[src/hdl/i2c_master_byte_engine_defines.svh]
// Assertion helpers shared by the engine RTL.
`ifndef I2C_MASTER_BYTE_ENGINE_DEFINES_SVH
`define I2C_MASTER_BYTE_ENGINE_DEFINES_SVH

// Same-cycle implication, checked on every rising edge outside reset.
`define AST_NOW(lbl, ante, cons, msg) \
  lbl: assert property (@(posedge clk) disable iff (!rst_n) (ante) |-> (cons)) \
    else $error(msg);

// Next-cycle implication, checked on every rising edge outside reset.
`define AST_NEXT(lbl, ante, cons, msg) \
  lbl: assert property (@(posedge clk) disable iff (!rst_n) (ante) |=> (cons)) \
    else $error(msg);

`endif

[src/hdl/i2cm_pkg.sv]
package i2cm_pkg;

  localparam int TIMER_WIDTH_DEF = 16;
  localparam int CFG_ADDR_W      = 1;
  localparam int CFG_DATA_W      = 16;

  localparam logic [CFG_ADDR_W-1:0] REG_PHASE_TICKS      = 1'd0;
  localparam logic [CFG_ADDR_W-1:0] REG_ACK_SAMPLE_TICKS = 1'd1;

  localparam logic [15:0] PHASE_TICKS_RST      = 16'd2000;
  localparam logic [7:0]  ACK_SAMPLE_TICKS_RST = 8'd20;

  localparam logic [2:0] FUNC_START   = 3'd0;
  localparam logic [2:0] FUNC_STOP    = 3'd1;
  localparam logic [2:0] FUNC_WRITE   = 3'd2;
  localparam logic [2:0] FUNC_READ    = 3'd3;
  localparam logic [2:0] FUNC_RECOVER = 3'd4;

  typedef enum logic [2:0] {
    OP_IDLE    = 3'd0,
    OP_START   = 3'd1,
    OP_STOP    = 3'd2,
    OP_WRITE   = 3'd3,
    OP_READ    = 3'd4,
    OP_RECOVER = 3'd5
  } op_t;

  typedef struct packed {
    logic       cmd_valid;
    logic [2:0] func;
    logic [7:0] tx_byte;
    logic       send_ack;
    logic       sda_in;
  } in_t;

  typedef struct packed {
    logic       scl;
    logic       sda_oe;
    logic       sda_out;
    logic       busy_res;
    logic       done_res;
    logic       ack_ok;
    logic [7:0] rx_byte;
  } out_t;

endpackage

[src/hdl/i2c_master_byte_engine.sv]
// I2C master byte engine: one bus tick per transfer on the input channel.
// The result of a tick is registered and offered in the cycle after accept.
// Throughput: one tick per cycle while the receiver takes results; the output register refills while it is taken.
// Synchronous active-low reset returns the bus engine to idle with SCL and SDA
// driven high and loads the phase and acknowledge-poll lengths with defaults.
module i2c_master_byte_engine #(
  parameter int TIMER_WIDTH = i2cm_pkg::TIMER_WIDTH_DEF
) (
  input  logic                              clk,
  input  logic                              rst_n,
  input  logic                              in_valid,
  output logic                              in_ready,
  input  i2cm_pkg::in_t                     in_data,
  output logic                              out_valid,
  input  logic                              out_ready,
  output i2cm_pkg::out_t                    out_data,
  input  logic                              cfg_we,
  input  logic [i2cm_pkg::CFG_ADDR_W-1:0]   cfg_addr,
  input  logic [i2cm_pkg::CFG_DATA_W-1:0]   cfg_wdata
);
  import i2cm_pkg::*;
  `include "i2c_master_byte_engine_defines.svh"

  localparam int CMP_W = (TIMER_WIDTH > 16) ? TIMER_WIDTH : 16;

  logic [15:0]            phase_ticks_r;
  logic [7:0]             ack_sample_ticks_r;
  op_t                    op_r, op_nxt;
  logic [2:0]             phase_r, phase_nxt;
  logic [TIMER_WIDTH-1:0] timer_r, timer_nxt;
  logic [3:0]             bit_idx_r, bit_idx_nxt;
  logic [7:0]             shift_r, shift_nxt;
  logic                   ack_flag_r, ack_flag_nxt;
  logic                   scl_r, scl_nxt;
  logic                   sda_lvl_r, sda_lvl_nxt;
  logic                   sda_drv_r, sda_drv_nxt;
  logic                   answer_r, answer_nxt;
  logic [7:0]             rx_r, rx_nxt;
  logic                   out_valid_r;
  out_t                   out_r, out_nxt;

  logic                   accept;
  logic                   enter;
  logic                   done;
  logic [15:0]            len16;
  logic [CMP_W-1:0]       len_ext;
  logic [TIMER_WIDTH-1:0] timer_inc;

  assign in_ready  = !out_valid_r || out_ready;
  assign accept    = in_valid && in_ready;
  assign out_valid = out_valid_r;
  assign out_data  = out_r;

  // Length of the current phase; the acknowledge poll of a write has its own.
  always_comb begin
    len16 = (op_r == OP_WRITE && phase_r == 3'd3) ? {8'd0, ack_sample_ticks_r}
                                                  : phase_ticks_r;
    if (len16 == 16'd0) begin
      len16 = 16'd1;
    end
    len_ext = CMP_W'(len16);
    if (len_ext > CMP_W'({TIMER_WIDTH{1'b1}})) begin
      len_ext = CMP_W'({TIMER_WIDTH{1'b1}});
    end
  end

  assign timer_inc = timer_r + TIMER_WIDTH'(1);

  always_comb begin
    op_nxt       = op_r;
    phase_nxt    = phase_r;
    timer_nxt    = timer_r;
    bit_idx_nxt  = bit_idx_r;
    shift_nxt    = shift_r;
    ack_flag_nxt = ack_flag_r;
    scl_nxt      = scl_r;
    sda_lvl_nxt  = sda_lvl_r;
    sda_drv_nxt  = sda_drv_r;
    answer_nxt   = answer_r;
    rx_nxt       = rx_r;
    enter        = 1'b0;
    done         = 1'b0;

    if (op_r == OP_IDLE) begin
      if (in_data.cmd_valid) begin
        case (in_data.func)
          FUNC_START:   op_nxt = OP_START;
          FUNC_STOP:    op_nxt = OP_STOP;
          FUNC_WRITE:   op_nxt = OP_WRITE;
          FUNC_READ:    op_nxt = OP_READ;
          FUNC_RECOVER: op_nxt = OP_RECOVER;
          default:      op_nxt = OP_IDLE;
        endcase
        if (op_nxt != OP_IDLE) begin
          timer_nxt   = '0;
          bit_idx_nxt = 4'd0;
          phase_nxt   = 3'd0;
          enter       = 1'b1;
          if (op_nxt == OP_WRITE) begin
            shift_nxt = in_data.tx_byte;
          end
          if (op_nxt == OP_READ) begin
            shift_nxt  = 8'd0;
            answer_nxt = in_data.send_ack;
          end
        end
      end
    end else begin
      if (op_r == OP_WRITE && phase_r == 3'd3 && !in_data.sda_in) begin
        ack_flag_nxt = 1'b1;
      end
      if (CMP_W'(timer_inc) >= len_ext) begin
        timer_nxt = '0;
        case (op_r)
          OP_START, OP_STOP: begin
            if (phase_r < 3'd3) begin
              phase_nxt = phase_r + 3'd1;
              enter     = 1'b1;
            end else begin
              op_nxt    = OP_IDLE;
              phase_nxt = 3'd0;
              done      = 1'b1;
            end
          end
          OP_RECOVER: begin
            if (phase_r < 3'd2) begin
              phase_nxt = phase_r + 3'd1;
              enter     = 1'b1;
            end else begin
              op_nxt    = OP_IDLE;
              phase_nxt = 3'd0;
              done      = 1'b1;
            end
          end
          OP_WRITE: begin
            if (phase_r == 3'd0) begin
              phase_nxt = 3'd1;
              enter     = 1'b1;
            end else if (phase_r == 3'd1) begin
              shift_nxt   = {shift_r[6:0], 1'b0};
              scl_nxt     = 1'b0;
              bit_idx_nxt = bit_idx_r + 4'd1;
              phase_nxt   = (bit_idx_nxt < 4'd8) ? 3'd0 : 3'd2;
              enter       = 1'b1;
            end else if (phase_r < 3'd4) begin
              phase_nxt = phase_r + 3'd1;
              enter     = 1'b1;
            end else begin
              scl_nxt     = 1'b0;
              sda_drv_nxt = 1'b1;
              sda_lvl_nxt = 1'b1;
              op_nxt      = OP_IDLE;
              phase_nxt   = 3'd0;
              done        = 1'b1;
            end
          end
          OP_READ: begin
            if (phase_r == 3'd1) begin
              shift_nxt = {shift_r[6:0], in_data.sda_in};
              scl_nxt   = 1'b0;
              phase_nxt = 3'd2;
              enter     = 1'b1;
            end else if (phase_r == 3'd2) begin
              bit_idx_nxt = bit_idx_r + 4'd1;
              phase_nxt   = (bit_idx_nxt < 4'd8) ? 3'd1 : 3'd3;
              enter       = 1'b1;
            end else if (phase_r < 3'd5) begin
              phase_nxt = phase_r + 3'd1;
              enter     = 1'b1;
            end else begin
              op_nxt    = OP_IDLE;
              phase_nxt = 3'd0;
              done      = 1'b1;
            end
          end
          default: begin
            op_nxt    = OP_IDLE;
            phase_nxt = 3'd0;
          end
        endcase
      end else begin
        timer_nxt = timer_inc;
      end
    end

    // Bus level changes that take effect as a new phase begins.
    if (enter) begin
      case (op_nxt)
        OP_START: begin
          case (phase_nxt)
            3'd0:    begin sda_drv_nxt = 1'b1; sda_lvl_nxt = 1'b1; end
            3'd1:    scl_nxt = 1'b1;
            3'd2:    begin sda_drv_nxt = 1'b1; sda_lvl_nxt = 1'b0; end
            default: scl_nxt = 1'b0;
          endcase
        end
        OP_STOP: begin
          case (phase_nxt)
            3'd0:    scl_nxt = 1'b0;
            3'd1:    begin sda_drv_nxt = 1'b1; sda_lvl_nxt = 1'b0; end
            3'd2:    scl_nxt = 1'b1;
            default: begin sda_drv_nxt = 1'b1; sda_lvl_nxt = 1'b1; end
          endcase
        end
        OP_RECOVER: begin
          case (phase_nxt)
            3'd0:    begin sda_drv_nxt = 1'b1; sda_lvl_nxt = 1'b0; end
            3'd1:    scl_nxt = 1'b1;
            default: begin sda_drv_nxt = 1'b1; sda_lvl_nxt = 1'b1; end
          endcase
        end
        OP_WRITE: begin
          case (phase_nxt)
            3'd0:    begin sda_drv_nxt = 1'b1; sda_lvl_nxt = shift_nxt[7]; end
            3'd2:    begin sda_drv_nxt = 1'b0; ack_flag_nxt = 1'b0; end
            3'd3:    scl_nxt = 1'b1;
            default: ;
          endcase
        end
        OP_READ: begin
          case (phase_nxt)
            3'd0:       sda_drv_nxt = 1'b0;
            3'd1, 3'd4: scl_nxt = 1'b1;
            3'd3: begin
              sda_drv_nxt = 1'b1;
              sda_lvl_nxt = !answer_nxt;
              rx_nxt      = shift_nxt;
            end
            3'd5:       scl_nxt = 1'b0;
            default: ;
          endcase
        end
        default: ;
      endcase
    end

    out_nxt.scl      = scl_nxt;
    out_nxt.sda_oe   = sda_drv_nxt;
    out_nxt.sda_out  = sda_drv_nxt && sda_lvl_nxt;
    out_nxt.busy_res = (op_nxt != OP_IDLE);
    out_nxt.done_res = done;
    out_nxt.ack_ok   = ack_flag_nxt;
    out_nxt.rx_byte  = rx_nxt;
  end

  always_ff @(posedge clk) begin
    if (!rst_n) begin
      phase_ticks_r      <= PHASE_TICKS_RST;
      ack_sample_ticks_r <= ACK_SAMPLE_TICKS_RST;
    end else if (cfg_we) begin
      case (cfg_addr)
        REG_PHASE_TICKS:      phase_ticks_r      <= cfg_wdata;
        REG_ACK_SAMPLE_TICKS: ack_sample_ticks_r <= cfg_wdata[7:0];
        default: ;
      endcase
    end
  end

  always_ff @(posedge clk) begin
    if (!rst_n) begin
      op_r        <= OP_IDLE;
      phase_r     <= 3'd0;
      timer_r     <= '0;
      bit_idx_r   <= 4'd0;
      shift_r     <= 8'd0;
      ack_flag_r  <= 1'b0;
      scl_r       <= 1'b1;
      sda_lvl_r   <= 1'b1;
      sda_drv_r   <= 1'b1;
      answer_r    <= 1'b0;
      rx_r        <= 8'd0;
      out_valid_r <= 1'b0;
    end else begin
      if (accept) begin
        op_r       <= op_nxt;
        phase_r    <= phase_nxt;
        timer_r    <= timer_nxt;
        bit_idx_r  <= bit_idx_nxt;
        shift_r    <= shift_nxt;
        ack_flag_r <= ack_flag_nxt;
        scl_r      <= scl_nxt;
        sda_lvl_r  <= sda_lvl_nxt;
        sda_drv_r  <= sda_drv_nxt;
        answer_r   <= answer_nxt;
        rx_r       <= rx_nxt;
      end
      if (accept) begin
        out_valid_r <= 1'b1;
      end else if (out_ready) begin
        out_valid_r <= 1'b0;
      end
    end
  end

  always_ff @(posedge clk) begin
    if (accept) begin
      out_r <= out_nxt;
    end
  end

  `AST_NOW(a_idle_clean, op_r == OP_IDLE, timer_r == '0 && phase_r == 3'd0, "idle with live timer or phase")
  `AST_NOW(a_done_not_busy, out_valid_r && out_r.done_res, !out_r.busy_res, "done while still busy")
  `AST_NOW(a_released_low, out_valid_r && !out_r.sda_oe, !out_r.sda_out, "released SDA reads high")
  `AST_NEXT(a_accept_fills, accept, out_valid_r && out_r.busy_res == (op_r != OP_IDLE), "result register not loaded")

endmodule

[config.mk]
export PLATFORM = sky130hd
export DESIGN_NAME = i2c_master_byte_engine
export DESIGN_NICKNAME = d
export VERILOG_FILES = /design/src/hdl/i2cm_pkg.sv /design/src/hdl/i2c_master_byte_engine.sv
export VERILOG_INCLUDE_DIRS = /design/src /design/src/hdl
export SDC_FILE = /design/constraint.sdc
export NUM_CORES = 1
export LEC_CHECK = 0
export ABC_AREA = 0
export BUFFER_PORTS_ARGS = -buffer_cell sky130_fd_sc_hd__clkbuf_2
export CORE_MARGIN = 2
export CORE_UTILIZATION = 60
export CTS_CLUSTER_SIZE = 10
export DETAILED_ROUTE_END_ITERATION = 10
export PLACE_DENSITY = 0.8
export SETUP_SLACK_MARGIN = 0.05
export SYNTH_ARGS = -nofsm -noshare
export SYNTH_HDL_FRONTEND = slang
export SYNTH_SLANG_ARGS = --single-unit
[constraint.sdc]
create_clock -name clk -period 5.87 [get_ports clk]
set_clock_uncertainty 0.1 [all_clocks]
set_input_delay 0.587 -clock clk [delete_from_list [all_inputs] [get_ports clk]]
set_output_delay 0.587 -clock clk [all_outputs]
set_load 0.1 [all_outputs]
==> results of run 1 <==
cell type report:
class | instances | area [µm²]
timing repair buffer | 61 | 330.3
inverter | 18 | 67.56
clock buffer | 11 | 162.7
clock inverter | 5 | 46.29
multi-input combinational | 527 | 3264
tap | 108 | 135.1
sequential | 86 | 1862
fill | 737 | 2853
worst max-delay path: cells and delay by family, from the launching register on:
family                   cells  cell delay, ns
AO/OA/AOI/OAI                6            1.47
adder cells (fa/ha/maj)      3            0.69
buffers and inverters        2            0.53
flip-flops                   1            0.45
multiplexers                 2            0.64
AND/OR/NAND/NOR              7            1.31
cell usage in the layout, fill, tap and decap left out, types with 6 or more instances in the layout:
master / netlist / routed
buf_4: 1 / 10
o21ai_0: 29 / 29
clkbuf_2: 0 / 51
nor3_1: 19 / 19
mux2i_1: 15 / 15
edfxtp_1: 14 / 14
a22oi_1: 9 / 9
clkbuf_8: 0 / 10
nand2b_1: 6 / 6
nand3b_1: 11 / 11
mux2_2: 9 / 9
dfxtp_1: 72 / 72
nand3_1: 22 / 22
a211oi_1: 10 / 10
inv_1: 15 / 15
nor2_1: 72 / 72
a21oi_1: 64 / 64
ha_1: 24 / 24
xor2_1: 11 / 11
and3_1: 11 / 11
a31oi_1: 9 / 9
nand2_1: 111 / 111
flip-flops by register name, indices dropped and copies added, names as in the netlist:
register            flops
phase_ticks_r          16
timer_r                16
out_data               14
ack_sample_ticks_r      8
rx_r                    8
shift_r                 8
bit_idx_r               4
op_r                    3
phase_r                 3
ack_flag_r              1
answer_r                1
out_valid               1
scl_r                   1
sda_drv_r               1
sda_lvl_r               1
power breakdown:
group	leakage [nW]	internal, mW	total (mW)	switching (mW)
Clock	0.108	0.199	0.433	0.234
Sequential	0.724	0.627	0.643	0.0159
Combinational	1.62	0.0984	0.326	0.228
Total	2.45	0.924	1.40	0.478
routing by layer:
layer	up-vias	wire length [µm]	track usage [%]
li1	2467	-	-
met1	2352	5808	34.57
met2	201	6458	47.62
met3	31	801	5.035
met4	0	378	11.38
met5	-	0	0
worst max path at each step:
stage                                  end  cells past startpoint                     from  slack, ns
global route        out_data[13]$_DFFE_PP_                     19  phase_r[0]$_SDFFE_PN0P_       0.12
floorplan           out_data[11]$_DFFE_PP_                     22  phase_r[2]$_SDFFE_PN0P_       1.08
finish              out_data[11]$_DFFE_PP_                     20  phase_r[0]$_SDFFE_PN0P_       0.43
CTS                 sda_lvl_r$_SDFFE_PN1P_                     20  phase_r[0]$_SDFFE_PN0P_       0.53
detailed placement  sda_lvl_r$_SDFFE_PN1P_                     20  phase_r[0]$_SDFFE_PN0P_       0.56
global placement    out_data[11]$_DFFE_PP_                     19  phase_r[0]$_SDFFE_PN0P_       0.52
cell families after synthesis:
group	count (synthesis)	share of synthesized area [%]
compound gates	175	22.27
fa+ha+maj	25	5.770
buf+inv	57	4.676
flops	86	34.62
mux	26	5.514
xor+xnor	16	2.606
simple gates	285	24.55
==> summary.txt, run 1 <==
Run status
  – Status: finished, final reports clean

Final layout
  – Area delta synth->final: 9.121%
  – Finished Layout Cells: about 800
  – Final instance area: just under 0.006 mm²
  – Util after Layout: 67.29%
  – Layout Nets: between 700 and 800
  – Antenna cells: 0
  – Share of post-route cells with drive strength above 1: between 10% and 20%

Global route
  – First-pass GRT wire length: approximately 22000 µm
  – Largest net degree at the start of global routing: 63
  – Vias in the first global route: 4673
  – Total track usage: between 20% and 30%
  – Total gr overflow: 0
  – Initial antenna violation count: 0

Timing
  – Final setup fails: 0
  – Crit path time final: 5.436 ns
  – RSZ-0062 raised after global routing: false
  – Hold slack: between 0.3 and 0.4 ns
  – Worst-Margin Slew: 1.092 ns
  – Max Slew Vio Count: 0
  – Max_slew headroom: ~27%
  – Period utilisation layout: approximately 93%
  – Fmax: between 150 and 200 MHz
  – Setup TNS: 0 ns
  – Fin. Hold Viols: 0
  – Final worst slack: 0.4339 ns

Routing
  – Pre-Repair DR Iteration Count: 5
  – DRT iter0 DRCs: approximately 380
  – Final WL: around 13000 µm
  – Detail Route Antenna Nets: 0
  – Routed length per placed instance: approximately 16 µm
  – Via Count: 5051
  – Vias per cell: 6.190
  – Residual DRC: 0

Yosys
  – Post-synth top cells: 111 x nand2_1, 72 x dfxtp_1, 72 x nor2_1
  – Most common cell in the netlist: nand2_1
  – Post-synth ARST share: 0%
  – Unique masters post-synth: between 70 and 80
  – Syn_nets: 730
  – Syn avg cell area: roughly 8.0 µm²
  – Syn. warnings: 0
  – Flops & latches, synth: 86
  – Post-synth EDFFs: 14
  – Post-synthesis sequential area ratio: between 30 and 40%
  – Leading area contributor after synthesis: dfxtp_1
  – Top-area cell type share of the netlist area: between 20% and 30%
  – Most common flop cell mapped by yosys: dfxtp_1
  – Top post-synthesis cells by area: dfxtp_1 27%, edfxtp_1 7.8%, nand2_1 7.7%
  – Cells after synthesis: 670
  – Mapped cell area: 0.005378 mm²

Die
  – Total core area: just under 0.009 mm²
  – Num rows: 34
  – DIE AREA: 0.009736 mm²
  – Initial Util: 61.66%
  – # IOs: 52
  – Die Wd: just under 100 µm
  – Chip height: around 99 µm

Setup path
  – Crit Path Class: reg2reg
  – Crit path required time: a little under 6 ns
  – R2r startpoint: phase_r[0]$_SDFFE_PN0P_
  – CP max-delay cell: and3_1
  – Worst path most repeated cell: ha_1
  – Nature of the critical path endpoint: register
  – Cells on worst reg2reg path: 20
  – Crit start category: register
  – CP max FO: 20
  – WP data arrival: between 5 and 6 ns
  – CP cell instances: ha_1 > ha_1 > nand4b_1 > buf_4 > mux2i_1 > and4_1 > nand3_1 > o21ai_0 > ha_1 > nand2b_1 > a2111oi_0 > nand3b_1 > and3_1 > buf_4 > mux2i_4 > nor3_2 > a21boi_1 > a22o_1 > o31a_1 > o21a_1
  – Reg2Reg Setup Slack: about 0.43 ns
  – Slowest cell delay on critical path: 0.46 ns
  – FF-to-FF End: out_data[11]$_DFFE_PP_

Placed design
  – DP Worst Slack: approximately 0.56 ns
  – Placed cell areas: 0.005659 mm²
  – Placed Instances: 800
  – GP Congestion: roughly 0.96
  – I/O Buffers: 51
  – Final HPWL DP: 9824 µm

Min path
  – Depth of the worst hold-timing path: 3
  – Hold Startpoint: cfg_wdata[9]
  – Min-Delay Endpoint: phase_ticks_r[9]$_SDFFE_PN1P_
  – Hold Path Class: in2reg

Power and ir drop
  – Tot Pwr: between 1 and 1.5 mW
  – Leakage: 2.450 nW
  – Maximum vdd drop: about 240 µV
  – PwrDens: between 200 and 250 mW/mm²

CTS
  – Clock root buffer: clkbuf_8
  – Setup bufs post-CTS: 0
  – CTS hold repair buffers: 0
  – H-tree levels: 3
  – CTS clock-pin slew for the worst setup and hold paths: roughly 0.090 ns
  – CTS Buf Count: 9
  – Clk Latency, worst-skew pair: 0.36 ns
  – Max Root-Sink Buffers: 2
  – CTS tree: done
  – Clk sinks: 86
  – Post-cts sizing count: 0

Job
  – Max-Cap Viols: 0
No activity file was read; power rests on OpenSTA's default activity.
==> inputs of run 2 (changes only) <==
--- a/config.mk
+++ b/config.mk
@@ -8,6 +8,7 @@
 export LEC_CHECK = 0
 export ABC_AREA = 0
 export BUFFER_PORTS_ARGS = -buffer_cell sky130_fd_sc_hd__clkbuf_2
+export CORE_ASPECT_RATIO = 0.75
 export CORE_MARGIN = 2
 export CORE_UTILIZATION = 60
 export CTS_CLUSTER_SIZE = 10
==> summary.txt, run 2 (synthesized netlist as in run 1, its figures left out) <==
Global route
  – Total track usage: between 30% and 40%
  – Total gr overflow: 0
  – Largest net degree at the start of global routing: 63
  – Vias in the first global route: approximately 4700
  – Initial antenna violation count: 0
  – First-pass GRT wire length: between 20000 and 25000 µm

Final layout
  – Finished Layout Cells: 816
  – Layout Nets: ~760
  – Util after Layout: 69.96%
  – Area delta synth->final: 11.40%
  – Most common cell after layout, fill and taps aside: nand2_1
  – Leading cell types in the layout, fill and taps excluded: 111 x nand2_1, 72 x nor2_1, 72 x dfxtp_1
  – Antenna cells: 0
  – Share of post-route cells with drive strength above 1: about 16%

Routing
  – Routed length per placed instance: around 18 µm
  – Vias per cell: between 6 and 7
  – Via Count: 5159
  – Final WL: around 14000 µm
  – Residual DRC: 0
  – DRT iter0 DRCs: 578
  – Detail Route Antenna Nets: 0
  – Pre-Repair DR Iteration Count: 5

Timing
  – Max Slew Vio Count: 0
  – Period utilisation layout: a little over nine tenths
  – Final setup fails: 0
  – Final worst slack: about 0.33 ns
  – Crit path time final: around 5.5 ns
  – Fin. Hold Viols: 0
  – Max_slew headroom: 22.86%
  – Setup TNS: 0 ns
  – Fmax: between 150 and 200 MHz
  – Worst-Margin Slew: 1.155 ns
  – RSZ-0062 raised after global routing: false

CTS
  – Max Root-Sink Buffers: 2
  – Setup bufs post-CTS: 0
  – CTS hold repair buffers: 0
  – CTS tree: done
  – Clk Latency, worst-skew pair: 0.34 ns
  – Clk sinks: 86
  – CTS Buf Count: 9
  – CTS clock-pin slew for the worst setup and hold paths: approximately 0.07 ns
  – Clock root buffer: clkbuf_16
  – H-tree levels: 3

Power and ir drop
  – Combinational power share: around 22%
  – Sw frac: between 30% and 40%
  – Leakage: around 2.5 nW
  – Internal power: 1.062 mW
  – Maximum vdd drop: 216.7 µV
  – Clock power share: between 30% and 40%
  – Tot Pwr: between 1.5 and 2 mW
  – Reg power frac: between 40% and 50%
  – Psw: 0.4915 mW
  – PwrDens: ~260 mW/mm²

Setup path
  – Crit start category: register
  – R2r startpoint: phase_r[0]$_SDFFE_PN0P_
  – Critical Path Start: phase_r[0]$_SDFFE_PN0P_
  – CP max-delay cell: dfxtp_1
  – WP data arrival: around 5.5 ns
  – Crit Path Class: reg2reg
  – Crit path required time: slightly below 6 ns
  – WP buf/inv: 2
  – Slowest cell delay on critical path: approximately 0.44 ns
  – CP max FO: 20
  – CP cell instances: ha_1 > ha_1 > nand4b_1 > buf_4 > mux2i_2 > and4_1 > nand3_1 > o21ai_0 > ha_1 > nand2b_1 > a2111oi_0 > nand3b_1 > a31oi_1 > buf_4 > nor3_1 > nor2_1 > o31ai_1 > a21oi_1 > or2_1 > o21a_1
  – Nature of the critical path endpoint: register
  – Worst path most repeated cell: ha_1
  – CP delay by family, top: simple AND/OR/NAND/NOR gates

Die
  – # IOs: 52
  – Chip height: around 86 µm
  – Num rows: 29
  – Initial Util: 62.80%
  – Die Wd: around 110 µm
  – DIE AREA: around 0.0097 mm²
  – Total core area: roughly 0.0086 mm²

Min path
  – Hold Path Class: in2reg
  – Hold Startpoint: cfg_wdata[9]

Job
  – Max-Cap Viols: 0

Placed design
  – DP Worst Slack: about 0.36 ns
  – Placed Instances: 800
  – Final HPWL DP: ~10000 µm
  – I/O Buffers: 51
  – GP Congestion: just over 0.9

Run status
  – Status: finished, final reports clean
run 2: layout make-up:
type,count,area (µm²)
clock inverters,4,55.05
clock buffers,12,236.5
multi-input cells,527,3304
inverters,18,67.56
repair buffers,61,330.3
fillers,674,2572
flip-flops and latches,86,1862
well taps,108,135.1
run 2: stage by stage:
step | area, µm² | hold WS, ns
floorplan | 5378 | 0.3324
global placement | 5659 | 0.3424
detailed placement | 5659 | 0.3465
CTS | 5951 | 0.3528
global route | 5991 | 0.3737
finish | 5991 | 0.3552
run 2: routing by layer:
| metal | GRT usage, % | vias up | share of wire (%) |
|---|---|---|---|
| li1 | - | 2467 | - |
| met1 | 44.35 | 2394 | 47 |
| met2 | 43.88 | 263 | 42 |
| met3 | 6.219 | 35 | 8.6 |
| met4 | 10.09 | 0 | 2.2 |
| met5 | 0 | - | 0 |
run 2: worst register-to-register path, stage by stage, from the launching register on:
cell and delay [ns]:
dfxtp_1 0.44, ha_1 0.27, ha_1 0.17, nand4b_1 0.10, buf_4 0.30, mux2i_2 0.36
and4_1 0.24, nand3_1 0.08, o21ai_0 0.25, ha_1 0.27, nand2b_1 0.15, a2111oi_0 0.43
nand3b_1 0.26, a31oi_1 0.14, buf_4 0.23, nor3_1 0.34, nor2_1 0.25, o31ai_1 0.38
a21oi_1 0.18, or2_1 0.25, o21a_1 0.12
run 2: final timing paths:
kind         slack [ns]  cells after the start                            end
min                0.36                      3  phase_ticks_r[9]$_SDFFE_PN1P_
max reg2reg        0.33                     20         out_data[11]$_DFFE_PP_
min reg2reg        0.36                      2           rx_r[5]$_SDFFE_PN0P_
max                0.33                     20         out_data[11]$_DFFE_PP_
run 2: power groups by stage:
stage | Clock (mW) | Sequential [mW] | Combinational [mW]
after floorplan | 0 | 0.706 | 0.198
after global placement | 0 | 0.656 | 0.314
after detailed placement | 0 | 0.656 | 0.320
after CTS | 0.579 | 0.644 | 0.323
after global routing | 0.601 | 0.647 | 0.362
final | 0.575 | 0.644 | 0.334
run 2: what timing repair did:
| action | in CTS | in global routing |
|---|---|---|
| endpoints found under the setup margin | 0 | 10 |
| endpoints found under the hold margin | 0 | 0 |
| resized for setup | 0 | 8 |
